$ cat config.mk
export PLATFORM = sky130hd
export DESIGN_NAME = cell_voltage_fault_monitor
export DESIGN_NICKNAME = d
export VERILOG_FILES = /design/src/rtl/cvfm_pkg.sv /design/src/rtl/cvfm_csr.sv /design/src/rtl/cvfm_eval.sv /design/src/rtl/cvfm_rsp_reg.sv /design/src/rtl/cell_voltage_fault_monitor.sv
export SDC_FILE = /design/constraint.sdc
export NUM_CORES = 1
export LEC_CHECK = 0
export BUFFER_PORTS_ARGS = -buffer_cell sky130_fd_sc_hd__buf_2
export CORE_ASPECT_RATIO = 0.5
export CORE_UTILIZATION = 50
export CTS_CLUSTER_DIAMETER = 40
export DETAILED_ROUTE_END_ITERATION = 6
export PLACE_DENSITY = 0.76
export REMOVE_ABC_BUFFERS = 1
export SLEW_MARGIN = 10
export SYNTH_ARGS = -nofsm -noshare
export SYNTH_HDL_FRONTEND = slang
export SYNTH_HIERARCHICAL = 1
export SYNTH_SLANG_ARGS = --single-unit
$ cat constraint.sdc
create_clock -name clock -period 6 [get_ports clock]
set_input_delay 0.3 -clock clock [delete_from_list [all_inputs] [get_ports clock]]
set_output_delay 0.3 -clock clock [all_outputs]
set_load 0.01 [all_outputs]
$ cat src/rtl/cvfm_pkg.sv
// ----------------------------------------------------------------------------
// Cell voltage fault monitor package
// Field widths, register indices, reset values and shared types.
// ----------------------------------------------------------------------------
package cvfm_pkg;

   localparam int CELL_W     = 16;
   localparam int PACK_W     = 24;
   localparam int SOC_W      = 10;
   localparam int IDX_W      = 8;
   localparam int CSR_AW     = 3;
   localparam int CSR_DW     = 24;
   localparam int REQ_DATA_W = 56;
   localparam int RSP_DATA_W = 32;

   typedef enum logic [CSR_AW-1:0] {
      CSR_CELL_UNDER,
      CSR_CELL_OVER,
      CSR_IMBALANCE,
      CSR_DISAGREE,
      CSR_PACK_MAX,
      CSR_PACK_MIN,
      CSR_SOC_HIGH,
      CSR_SOC_LOW
   } csr_index_type;

   typedef struct packed {
      logic [CELL_W-1:0] cell_under_mv;
      logic [CELL_W-1:0] cell_over_mv;
      logic [CELL_W-1:0] imbalance_mv;
      logic [PACK_W-1:0] disagree_mv;
      logic [PACK_W-1:0] pack_max_mv;
      logic [PACK_W-1:0] pack_min_mv;
      logic [SOC_W-1:0]  soc_high;
      logic [SOC_W-1:0]  soc_low;
   } cfg_type;

   localparam cfg_type CFG_RST = '{
      cell_under_mv: 16'd2500,
      cell_over_mv:  16'd4200,
      imbalance_mv:  16'd200,
      disagree_mv:   24'd2000,
      pack_max_mv:   24'hFF_FFFF,
      pack_min_mv:   24'd0,
      soc_high:      10'd1000,
      soc_low:       10'd0
   };

   typedef struct packed {
      logic [CELL_W-1:0] cell_mv;
      logic              last_cell;
      logic [PACK_W-1:0] pack_mv;
      logic [SOC_W-1:0]  charge_permille;
   } item_type;

   typedef struct packed {
      logic [IDX_W-1:0] cell_number;
      logic             cell_under;
      logic             cell_over;
      logic             pass_end;
      logic             imbalanced;
      logic [IDX_W-1:0] lowest_cell;
      logic [IDX_W-1:0] highest_cell;
      logic             sum_disagrees;
      logic             pack_over;
      logic             pack_under;
      logic             over_charged;
      logic             over_discharged;
   } result_type;

endpackage

$ cat src/rtl/cvfm_csr.sv
// ----------------------------------------------------------------------------
// Cell voltage fault monitor threshold registers
// Write-only register file holding the cell, pack and charge limits.
// ----------------------------------------------------------------------------
module cvfm_csr import cvfm_pkg::*; (
   input  logic              clock,
   input  logic              reset,
   input  logic              csr_we,
   input  logic [CSR_AW-1:0] csr_addr,
   input  logic [CSR_DW-1:0] csr_wdata,
   output cfg_type           cfg
);

   cfg_type cfg_ff;
   cfg_type cfg_in;

   always_comb begin
      cfg_in = cfg_ff;
      if (csr_we) begin
         case (csr_index_type'(csr_addr))
            CSR_CELL_UNDER: cfg_in.cell_under_mv = csr_wdata[CELL_W-1:0];
            CSR_CELL_OVER:  cfg_in.cell_over_mv  = csr_wdata[CELL_W-1:0];
            CSR_IMBALANCE:  cfg_in.imbalance_mv  = csr_wdata[CELL_W-1:0];
            CSR_DISAGREE:   cfg_in.disagree_mv   = csr_wdata[PACK_W-1:0];
            CSR_PACK_MAX:   cfg_in.pack_max_mv   = csr_wdata[PACK_W-1:0];
            CSR_PACK_MIN:   cfg_in.pack_min_mv   = csr_wdata[PACK_W-1:0];
            CSR_SOC_HIGH:   cfg_in.soc_high      = csr_wdata[SOC_W-1:0];
            CSR_SOC_LOW:    cfg_in.soc_low       = csr_wdata[SOC_W-1:0];
            default:        cfg_in = cfg_ff;
         endcase
      end
   end

   always_ff @(posedge clock) begin
      if (reset) begin
         cfg_ff <= CFG_RST;
      end else begin
         cfg_ff <= cfg_in;
      end
   end

   assign cfg = cfg_ff;

endmodule

$ cat src/rtl/cvfm_eval.sv
// ----------------------------------------------------------------------------
// Cell voltage fault monitor evaluation stage
// Input register, pass state (index, sum, min, max) and the flag logic.
// ----------------------------------------------------------------------------
module cvfm_eval import cvfm_pkg::*; #(
   parameter int MAX_CELLS = 256
) (
   input  logic       clock,
   input  logic       reset,
   input  logic       in_valid,
   output logic       in_ready,
   input  item_type   item,
   input  cfg_type    cfg,
   output logic       out_valid,
   input  logic       out_ready,
   output result_type result
);

   localparam logic [IDX_W-1:0] LAST_IDX = IDX_W'(MAX_CELLS - 1);

   logic              s1_valid_ff, s1_valid_in;
   item_type          item_ff;
   logic [IDX_W-1:0]  idx_ff, idx_in;
   logic [PACK_W-1:0] sum_ff, sum_in;
   logic [CELL_W-1:0] min_ff, min_in, max_ff, max_in;
   logic [IDX_W-1:0]  min_idx_ff, min_idx_in, max_idx_ff, max_idx_in;

   logic              load, advance;
   logic [PACK_W:0]   sum_wide;
   logic [PACK_W-1:0] sum_sat, diff;
   logic [CELL_W-1:0] min_v, max_v;
   logic [IDX_W-1:0]  min_i, max_i;
   logic              under;

   assign in_ready = !s1_valid_ff || out_ready;
   assign load     = in_valid && in_ready;
   assign advance  = s1_valid_ff && out_ready;

   always_comb begin
      s1_valid_in = s1_valid_ff;
      if (load) begin
         s1_valid_in = 1'b1;
      end else if (advance) begin
         s1_valid_in = 1'b0;
      end
   end

   always_comb begin
      sum_wide = {1'b0, sum_ff} + (PACK_W + 1)'(item_ff.cell_mv);
      sum_sat  = sum_wide[PACK_W] ? '1 : sum_wide[PACK_W-1:0];
      min_v    = min_ff;
      min_i    = min_idx_ff;
      if (item_ff.cell_mv < min_ff) begin
         min_v = item_ff.cell_mv;
         min_i = idx_ff;
      end
      max_v    = max_ff;
      max_i    = max_idx_ff;
      if (item_ff.cell_mv > max_ff) begin
         max_v = item_ff.cell_mv;
         max_i = idx_ff;
      end
      diff  = (sum_sat >= item_ff.pack_mv) ? sum_sat - item_ff.pack_mv
                                           : item_ff.pack_mv - sum_sat;
      under = item_ff.cell_mv < cfg.cell_under_mv;
   end

   always_comb begin
      result             = '0;
      result.cell_number = idx_ff;
      result.cell_under  = under;
      result.cell_over   = !under && (item_ff.cell_mv > cfg.cell_over_mv);
      if (item_ff.last_cell) begin
         result.pass_end        = 1'b1;
         result.imbalanced      = (max_v >= min_v) && ((max_v - min_v) > cfg.imbalance_mv);
         result.lowest_cell     = min_i;
         result.highest_cell    = max_i;
         result.sum_disagrees   = diff > cfg.disagree_mv;
         result.pack_over       = item_ff.pack_mv > cfg.pack_max_mv;
         result.pack_under      = !result.pack_over && (item_ff.pack_mv < cfg.pack_min_mv);
         result.over_charged    = item_ff.charge_permille > cfg.soc_high;
         result.over_discharged = !result.over_charged &&
                                  (item_ff.charge_permille < cfg.soc_low);
      end
   end

   // pass state moves on when the beat leaves for the result register
   always_comb begin
      idx_in     = idx_ff;
      sum_in     = sum_ff;
      min_in     = min_ff;
      max_in     = max_ff;
      min_idx_in = min_idx_ff;
      max_idx_in = max_idx_ff;
      if (advance) begin
         if (item_ff.last_cell) begin
            idx_in     = '0;
            sum_in     = '0;
            min_in     = '1;
            max_in     = '0;
            min_idx_in = '0;
            max_idx_in = '0;
         end else begin
            idx_in     = (idx_ff == LAST_IDX) ? '0 : idx_ff + 1'b1;
            sum_in     = sum_sat;
            min_in     = min_v;
            max_in     = max_v;
            min_idx_in = min_i;
            max_idx_in = max_i;
         end
      end
   end

   always_ff @(posedge clock) begin
      if (reset) begin
         s1_valid_ff <= 1'b0;
         idx_ff      <= '0;
         sum_ff      <= '0;
         min_ff      <= '1;
         max_ff      <= '0;
         min_idx_ff  <= '0;
         max_idx_ff  <= '0;
      end else begin
         s1_valid_ff <= s1_valid_in;
         idx_ff      <= idx_in;
         sum_ff      <= sum_in;
         min_ff      <= min_in;
         max_ff      <= max_in;
         min_idx_ff  <= min_idx_in;
         max_idx_ff  <= max_idx_in;
      end
   end

   always_ff @(posedge clock) begin
      if (load) begin
         item_ff <= item;
      end
   end

   assign out_valid = s1_valid_ff;

endmodule

$ cat src/rtl/cvfm_rsp_reg.sv
// ----------------------------------------------------------------------------
// Cell voltage fault monitor result register
// Holds one result beat until the consumer takes it.
// ----------------------------------------------------------------------------
module cvfm_rsp_reg import cvfm_pkg::*; (
   input  logic       clock,
   input  logic       reset,
   input  logic       in_valid,
   output logic       in_ready,
   input  result_type in_result,
   output logic       out_valid,
   input  logic       out_ready,
   output result_type out_result
);

   logic       valid_ff, valid_in;
   result_type result_ff;
   logic       load;

   assign in_ready = !valid_ff || out_ready;
   assign load     = in_valid && in_ready;

   always_comb begin
      valid_in = valid_ff;
      if (load) begin
         valid_in = 1'b1;
      end else if (out_ready) begin
         valid_in = 1'b0;
      end
   end

   always_ff @(posedge clock) begin
      if (reset) begin
         valid_ff <= 1'b0;
      end else begin
         valid_ff <= valid_in;
      end
   end

   always_ff @(posedge clock) begin
      if (load) begin
         result_ff <= in_result;
      end
   end

   assign out_valid  = valid_ff;
   assign out_result = result_ff;

endmodule

$ cat src/rtl/cell_voltage_fault_monitor.sv
// ----------------------------------------------------------------------------
// Cell voltage fault monitor
// Per-cell window check, pass min/max/sum tracking and end-of-pass pack flags.
//
//   channel  dir  handshake        contents
//   req      in   tvalid/tready    one cell beat, tlast on final cell
//   rsp      out  tvalid/tready    one result beat per cell, tlast on pass end
//   csr      in   we               threshold register write, no read-back
//
// One beat per cycle unless rsp stalls; req to rsp via input and result regs.
// Ready passes straight back through the input and result registers, no bubble.
// Synchronous reset restores default thresholds and clears the pass state.
// A stalled rsp holds its beat; req takes one more beat, then stalls too.
// ----------------------------------------------------------------------------
module cell_voltage_fault_monitor import cvfm_pkg::*; #(
   parameter int MAX_CELLS = 256
) (
   input  logic                  clock,
   input  logic                  reset,
   input  logic                  req_tvalid,
   output logic                  req_tready,
   // cell_mv[15:0], pack_mv[39:16], charge_permille[49:40], zero pad
   input  logic [REQ_DATA_W-1:0] req_tdata,
   input  logic                  req_tlast,
   output logic                  rsp_tvalid,
   input  logic                  rsp_tready,
   // cell_number[7:0], cell_under[8], cell_over[9], imbalanced[10],
   // lowest_cell[18:11], highest_cell[26:19], sum_disagrees[27],
   // pack_over[28], pack_under[29], over_charged[30], over_discharged[31]
   output logic [RSP_DATA_W-1:0] rsp_tdata,
   output logic                  rsp_tlast,
   input  logic                  csr_we,
   input  logic [CSR_AW-1:0]     csr_addr,
   input  logic [CSR_DW-1:0]     csr_wdata
);

   cfg_type    cfg;
   item_type   item;
   result_type eval_result, rsp_result;
   logic       eval_valid, eval_ready;

   assign item.cell_mv         = req_tdata[CELL_W-1:0];
   assign item.last_cell       = req_tlast;
   assign item.pack_mv         = req_tdata[CELL_W+PACK_W-1:CELL_W];
   assign item.charge_permille = req_tdata[CELL_W+PACK_W+SOC_W-1:CELL_W+PACK_W];

   cvfm_csr u_csr (
      .clock     (clock),
      .reset     (reset),
      .csr_we    (csr_we),
      .csr_addr  (csr_addr),
      .csr_wdata (csr_wdata),
      .cfg       (cfg)
   );

   cvfm_eval #(
      .MAX_CELLS (MAX_CELLS)
   ) u_eval (
      .clock     (clock),
      .reset     (reset),
      .in_valid  (req_tvalid),
      .in_ready  (req_tready),
      .item      (item),
      .cfg       (cfg),
      .out_valid (eval_valid),
      .out_ready (eval_ready),
      .result    (eval_result)
   );

   cvfm_rsp_reg u_rsp_reg (
      .clock      (clock),
      .reset      (reset),
      .in_valid   (eval_valid),
      .in_ready   (eval_ready),
      .in_result  (eval_result),
      .out_valid  (rsp_tvalid),
      .out_ready  (rsp_tready),
      .out_result (rsp_result)
   );

   assign rsp_tdata = {rsp_result.over_discharged, rsp_result.over_charged,
                       rsp_result.pack_under, rsp_result.pack_over,
                       rsp_result.sum_disagrees, rsp_result.highest_cell,
                       rsp_result.lowest_cell, rsp_result.imbalanced,
                       rsp_result.cell_over, rsp_result.cell_under,
                       rsp_result.cell_number};
   assign rsp_tlast = rsp_result.pass_end;

endmodule

=== Word level (Yosys, flattened, before mapping) ===
Cells that the tools add are included.

* Register bits after elaboration: 306
* Output and inout port bits: 35
* Word-level logic and storage cells: 99

* Add/sub/neg operators: 5
* $lt $le $gt $ge: 12
* Equality and inequality tests: 8
* Muxes and demuxes: 18
* Reductions and logical operators: 24

{| class="wikitable"
|+ Operators with widths
! kind !! number
|-
| two-way mux 24 bit || 3
|-
| two-way mux 16 bit || 4
|-
| greater-than comparator 16 bit || 3
|-
| greater-than comparator 24 bit || 2
|-
| two-way mux 8 bit || 6
|-
| subtractor 24 bit || 2
|-
| less-than comparator 16 bit || 2
|-
| adder 24 x 16 -> 25 bit || 1
|-
| greater-or-equal comparator 24 bit || 1
|-
| less-than comparator 24 bit || 1
|-
| two-way mux 23 bit || 1
|-
| greater-or-equal comparator 16 bit || 1
|-
| AND reduction 2 bit || 8
|-
| subtractor 16 bit || 1
|-
| equality test 3 bit, second input constant || 4
|-
| greater-than comparator 10 bit || 1
|-
| less-than comparator 10 bit || 1
|-
| adder 8 x 1 -> 8 bit, second input constant || 1
|-
| equality test 8 bit, second input constant || 1
|-
| equality test 3 x 2 -> 1 bit, second input constant || 2
|-
| logical AND 1 bit || 6
|-
| logical NOT 1 bit || 5
|-
| two-way mux 1 bit || 4
|-
| nonzero test 2 bit || 2
|-
| other kinds (3) || 4
|}

=== Depth between registers and ports, before layout ===
* Depth after elaboration: 6
* Mapped depth: 32

=== Hierarchy ===
The synthesis kept the hierarchy.

{| class="wikitable"
|+ Modules (own cells, without submodules)
! module !! times used !! cells an instance !! area each (µm²)
|-
| cvfm_eval || 1 || 1606 || 13505.5
|-
| cvfm_csr || 1 || 520 || 5521.5
|-
| cvfm_rsp_reg || 1 || 38 || 1046.0
|}

=== Worst setup path after synthesis ===
Ideal clock, no wire load.

* Kind: flip-flop to flip-flop
* From: register u_eval/item_ff[35] in the netlist's numbering
* To: register u_rsp_reg.result_ff, in the netlist u_rsp_reg/out_result[4], data pin
* Arrival: 6.251 ns
* Data required time: 5.739 ns
* Path slack: -0.511 ns
* Stages on the path, launching flop included: 31
* Period minus slack after synthesis: 6.511 ns
* Cell sequence: edfxtp_1 > ha_1 > fa_1 > a211oi_1 > o21ai_2 > a211oi_2 > o41ai_4 > and3_1 > buf_4 > nand2_4 > o21a_1 > inv_1 > ha_1 > buf_6 > a21oi_2 > o21a_1 > o221a_4 > nand4_2 > a211oi_2 > buf_4 > buf_6 > o211ai_1 > a22oi_2 > xnor2_1 > ha_1 > nand4_1 > nor3_1 > nand3_1 > or3_1 > or4_1 > o311a_1

* Cells in the longest elaborated chain, start to end: 5
* Elaborated cells between the ends (all ways): 7
* Those cells by class: 3 x add/sub; 2 x order compare; 2 x mux

{| class="wikitable"
|+ RTL lines
! item !! RTL line !! RTL
|-
| from (decl) || cvfm_eval.sv:22 || <nowiki>item_type item_ff;</nowiki>
|-
| from (signal assigned) || cvfm_eval.sv:136 || <nowiki>item_ff <= item;</nowiki>
|-
| adder 24 x 16 -> 25 bit * || cvfm_eval.sv:49 || <nowiki>sum_wide = {1'b0, sum_ff} + (PACK_W + 1)'(item_ff.cell_mv);</nowiki>
|-
| two-way mux 24 bit * || cvfm_eval.sv:50 || <nowiki>sum_sat = sum_wide[PACK_W] ? '1 : sum_wide[PACK_W-1:0];</nowiki>
|-
| subtractor 24 bit (tied with other cells) || cvfm_eval.sv:64 || <nowiki>: item_ff.pack_mv - sum_sat;</nowiki>
|-
| two-way mux 24 bit * || cvfm_eval.sv:63 || <nowiki>diff = (sum_sat >= item_ff.pack_mv) ? sum_sat - item_ff.pack_mv</nowiki>
|-
| greater-than comparator 24 bit * || cvfm_eval.sv:78 || <nowiki>result.sum_disagrees = diff > cfg.disagree_mv;</nowiki>
|-
| to (signal assigned) || cvfm_rsp_reg.sv:42 || <nowiki>result_ff <= in_result;</nowiki>
|-
| to (decl) || cvfm_rsp_reg.sv:17 || <nowiki>result_type result_ff;</nowiki>
|}

Every way passes the cells marked *; elsewhere a longest branch is shown, timed or not.
A chain may end at the register's enable or synchronous reset.

=== Final worst setup path ===
Ends and elaborated chain as after synthesis.

==> run summary <==
status - complete, but fails checks
failing checks - setup timing
worst setup margin - -0.299 ns
row cnt - 51
total power - 6120 µW
post-synthesis sequential area ratio - 0.347
synth warn - 6
detailed-route DRC error count - 0
Tot GR Track Use - 0.278
Routed WL per cell - 18.8 µm
Leakage - 0.0116 µW
top routing layer in use - met4
most instantiated cells after synthesis - ha_1, inv_1, dfxtp_1
Final nets - 2,858
drt total wl - 57,800 µm
syn_area_per_cell - 9.28 µm²
Post-Synthesis Cells - 2,164
First-pass DRT Iterations - 5
initial antenna violation count - 0
core area - 39,200 µm²
Layout Skew - 0.0293 ns
Worst-path clk slew - 0.06 ns
leading post-synthesis cells by cell area - dfxtp_1, ha_1, edfxtp_1
# IOs - 124
Hold Crit Start - req_tdata[0]
Cell variety after synth - 90
area leader, netlist - dfxtp_1
Tmin final - 6.30 ns
Hold Crit Depth - 1
pwr/cell area - 247 nW/µm²
met2 WL - 25,500 µm
largest net degree at the start of global routing - 77
VDD IR max - 0.000170 V
Post-DP HPWL - 41,900 µm
Max H-tree Level - 2
initial DRC count - 1,204
top-count cell post-synth - ha_1
Max-Slew Margin vs Limit - 0.159
vias per inst - 5.54
wire length on met3 - 4650 µm
Die Area - 41,000 µm²
max frequency - 0.159 GHz
WHS Endpoint - u_eval/item_ff[35]
# port buffers - 117
WL met1 - 25,900 µm
Final period util - 1.05
Final Hold Vio Count - 0
fillers - 3,151
post-route setup TNS - -0.299 ns
Cell Count, Final, Fillers Out - 3,076
CTS tree - done
TritonCTS buffer count - 37
Max Buffers Root-to-Sink - 3
clk sinks - 306
share of cells above drive strength 1 - 0.208
RSZ-0062 raised after global routing - yes
Die Ht - 144 µm
Hold Path Class - in2reg
Diodes inserted - 0
antenna-violating nets left - 0
Fin Hold WS - 0.0118 ns
clk_lat worst skew - 0.56 ns
Final Max Tran Viols - 0
Worst R2R Path Depth - 28
WP data arrival - 6.59 ns
Data required, critical path - 6.29 ns
Die W - 285 µm
first-pass GRT wire length - 89,600 µm
vias in the first global route - 16.7k
CP max-delay cell - or4_1
number of synthesized flops with an enable pin - 84
Final GP Congestion - 0.947
reg2reg setup slack - -0.30 ns
worst slack, placed - -0.687 ns
post-synthesis cell area - 20,100 µm²
GR Overflow Total - 0
reg2reg end - u_rsp_reg/out_result[4]
Yosys reg bits - 306
Via Count - 17.0k
CP max FO - 7
Synth top area share - 0.221
initial core utilization - 0.511
clk root buf - clkbuf_16
Startpoint Class - flop
Setup crit end kind - flop
Slowest Stage Delay on Critical Path - 0.47 ns
Final setup viols - 1
reg2reg start - u_eval/item_ff[35]
Main synth FF type - dfxtp_1
placed insts - 2,934
Max Cap Viol - 0
Area Overhead vs Synth - 23.3%
CP Class - reg2reg
actual slew at the worst max-slew pin - 1.25 ns
FFs w/ async S/R, synth - 0
==> worst max path at each step <==
stage	from	end	slack, ns
6_report	u_eval/item_ff[35]	u_rsp_reg/out_result[4]	-0.30
5_1_grt	u_eval/item_ff[35]	u_rsp_reg/out_result[4]	-0.54
4_1_cts	u_eval/item_ff[35]	u_rsp_reg/out_result[4]	-0.29
3_5_place_dp	u_eval/item_ff[35]	u_rsp_reg/out_result[4]	-0.69
3_3_place_gp	u_eval/item_ff[35]	u_rsp_reg/out_result[4]	-0.51
2_1_floorplan	u_eval/item_ff[35]	u_rsp_reg/out_result[4]	-1.61
==> timing repair <==
| item | CTS | global route |
|---|---|---|
| buffers inserted | 14 | 7 |
| hold buffers | 51 | 0 |
| resized for setup | 44 | 18 |
| gates cloned | 2 | 0 |
| endpoints found under the setup margin | 1 | 2 |
| hold endpoints to repair | 51 | 0 |
| pin swaps | 29 | 18 |
==> final cells by class <==
| type | instances | area (µm²) | area share |
|---|---|---|---|
| clock inverters | 18 | 229 | 0.00925 |
| flip-flops and latches | 306 | 6970 | 0.281 |
| clock buffers | 50 | 1060 | 0.0427 |
| well taps | 530 | 663 | 0.0268 |
| multi-input cells | 1523 | 12000 | 0.486 |
| repair buffers | 408 | 2910 | 0.118 |
| inverters | 241 | 905 | 0.0365 |
==> layout by cell type, fill, tap and decap left out, drive strengths merged, types with 5 or more instances in the layout <==
cell / n
mux2: 18
dfxtp: 222
ha: 248
o22ai: 8
nand2b: 134
a211oi: 11
a21oi: 116
nor3: 28
and4: 6
a22oi: 10
inv: 248
o21ai: 78
a221oi: 6
nand2: 104
o211ai: 26
nor2: 178
edfxtp: 84
nand4b: 5
o21bai: 7
nand4: 42
a21o: 80
a31oi: 10
o21a: 26
and2: 7
and3: 8
or3: 8
clkinv: 8
nor4: 6
buf: 357
nand3: 19
clkbuf: 50
nor2b: 21
xnor2: 34
a22o: 26
xor2: 15
dlygate4sd3: 51
mux2i: 181
==> cell families after synthesis <==
| kind of cell | count (synthesis) | share of synthesized area |
|---|---|---|
| xor+xnor | 49 | 0.0214 |
| fa+ha+maj | 252 | 0.159 |
| simple gates | 583 | 0.152 |
| compound gates | 439 | 0.149 |
| mux | 199 | 0.101 |
| flops | 306 | 0.347 |
| buf+inv | 336 | 0.0714 |
==> routing by layer <==
| metal | vias to the layer above | track usage |
|---|---|---|
| met5 | - | 0 |
| met3 | 106 | 0.0597 |
| met2 | 563 | 0.444 |
| met1 | 8073 | 0.374 |
| li1 | 8284 | - |
| met4 | 0 | 0.0971 |
==> stage by stage <==
step / cell area, µm² / util
6_report: 24800 / 0.631
5_1_grt: 24800 / 0.631
4_1_cts: 24600 / 0.628
3_5_place_dp: 22500 / 0.573
3_3_place_gp: 22500 / 0.573
2_1_floorplan: 19500 / -
==> state kept, by name, summed over array words and instances, names as in the netlist <==
signal and count:
u_csr/cfg 140, u_eval/item_ff 51, u_rsp_reg/out_result 33, u_eval/sum_ff 24, u_eval/max_ff 16, u_eval/min_ff 16, u_eval/idx_ff 8, u_eval/max_idx_ff 8
u_eval/min_idx_ff 8, u_eval/out_valid 1, u_rsp_reg/out_valid 1
==> critical path, delay by kind of cell (launching register included) <==
family | cells | cell delay (ns)
and+or+nand+nor | 9 | 2.06
AOI/OAI and AO/OA | 11 | 2.00
adders and majority gates | 4 | 1.11
DFF | 1 | 0.39
buffers and inverters | 3 | 0.37
xor gates and xnor gates | 1 | 0.10
==> report_power, final <==
group | switching (µW) | internal, µW
combinational | 819 | 715
clock | 1010 | 1330
sequential | 54.9 | 2190
total | 1880 | 4240
(Power assumes the default switching activity.)
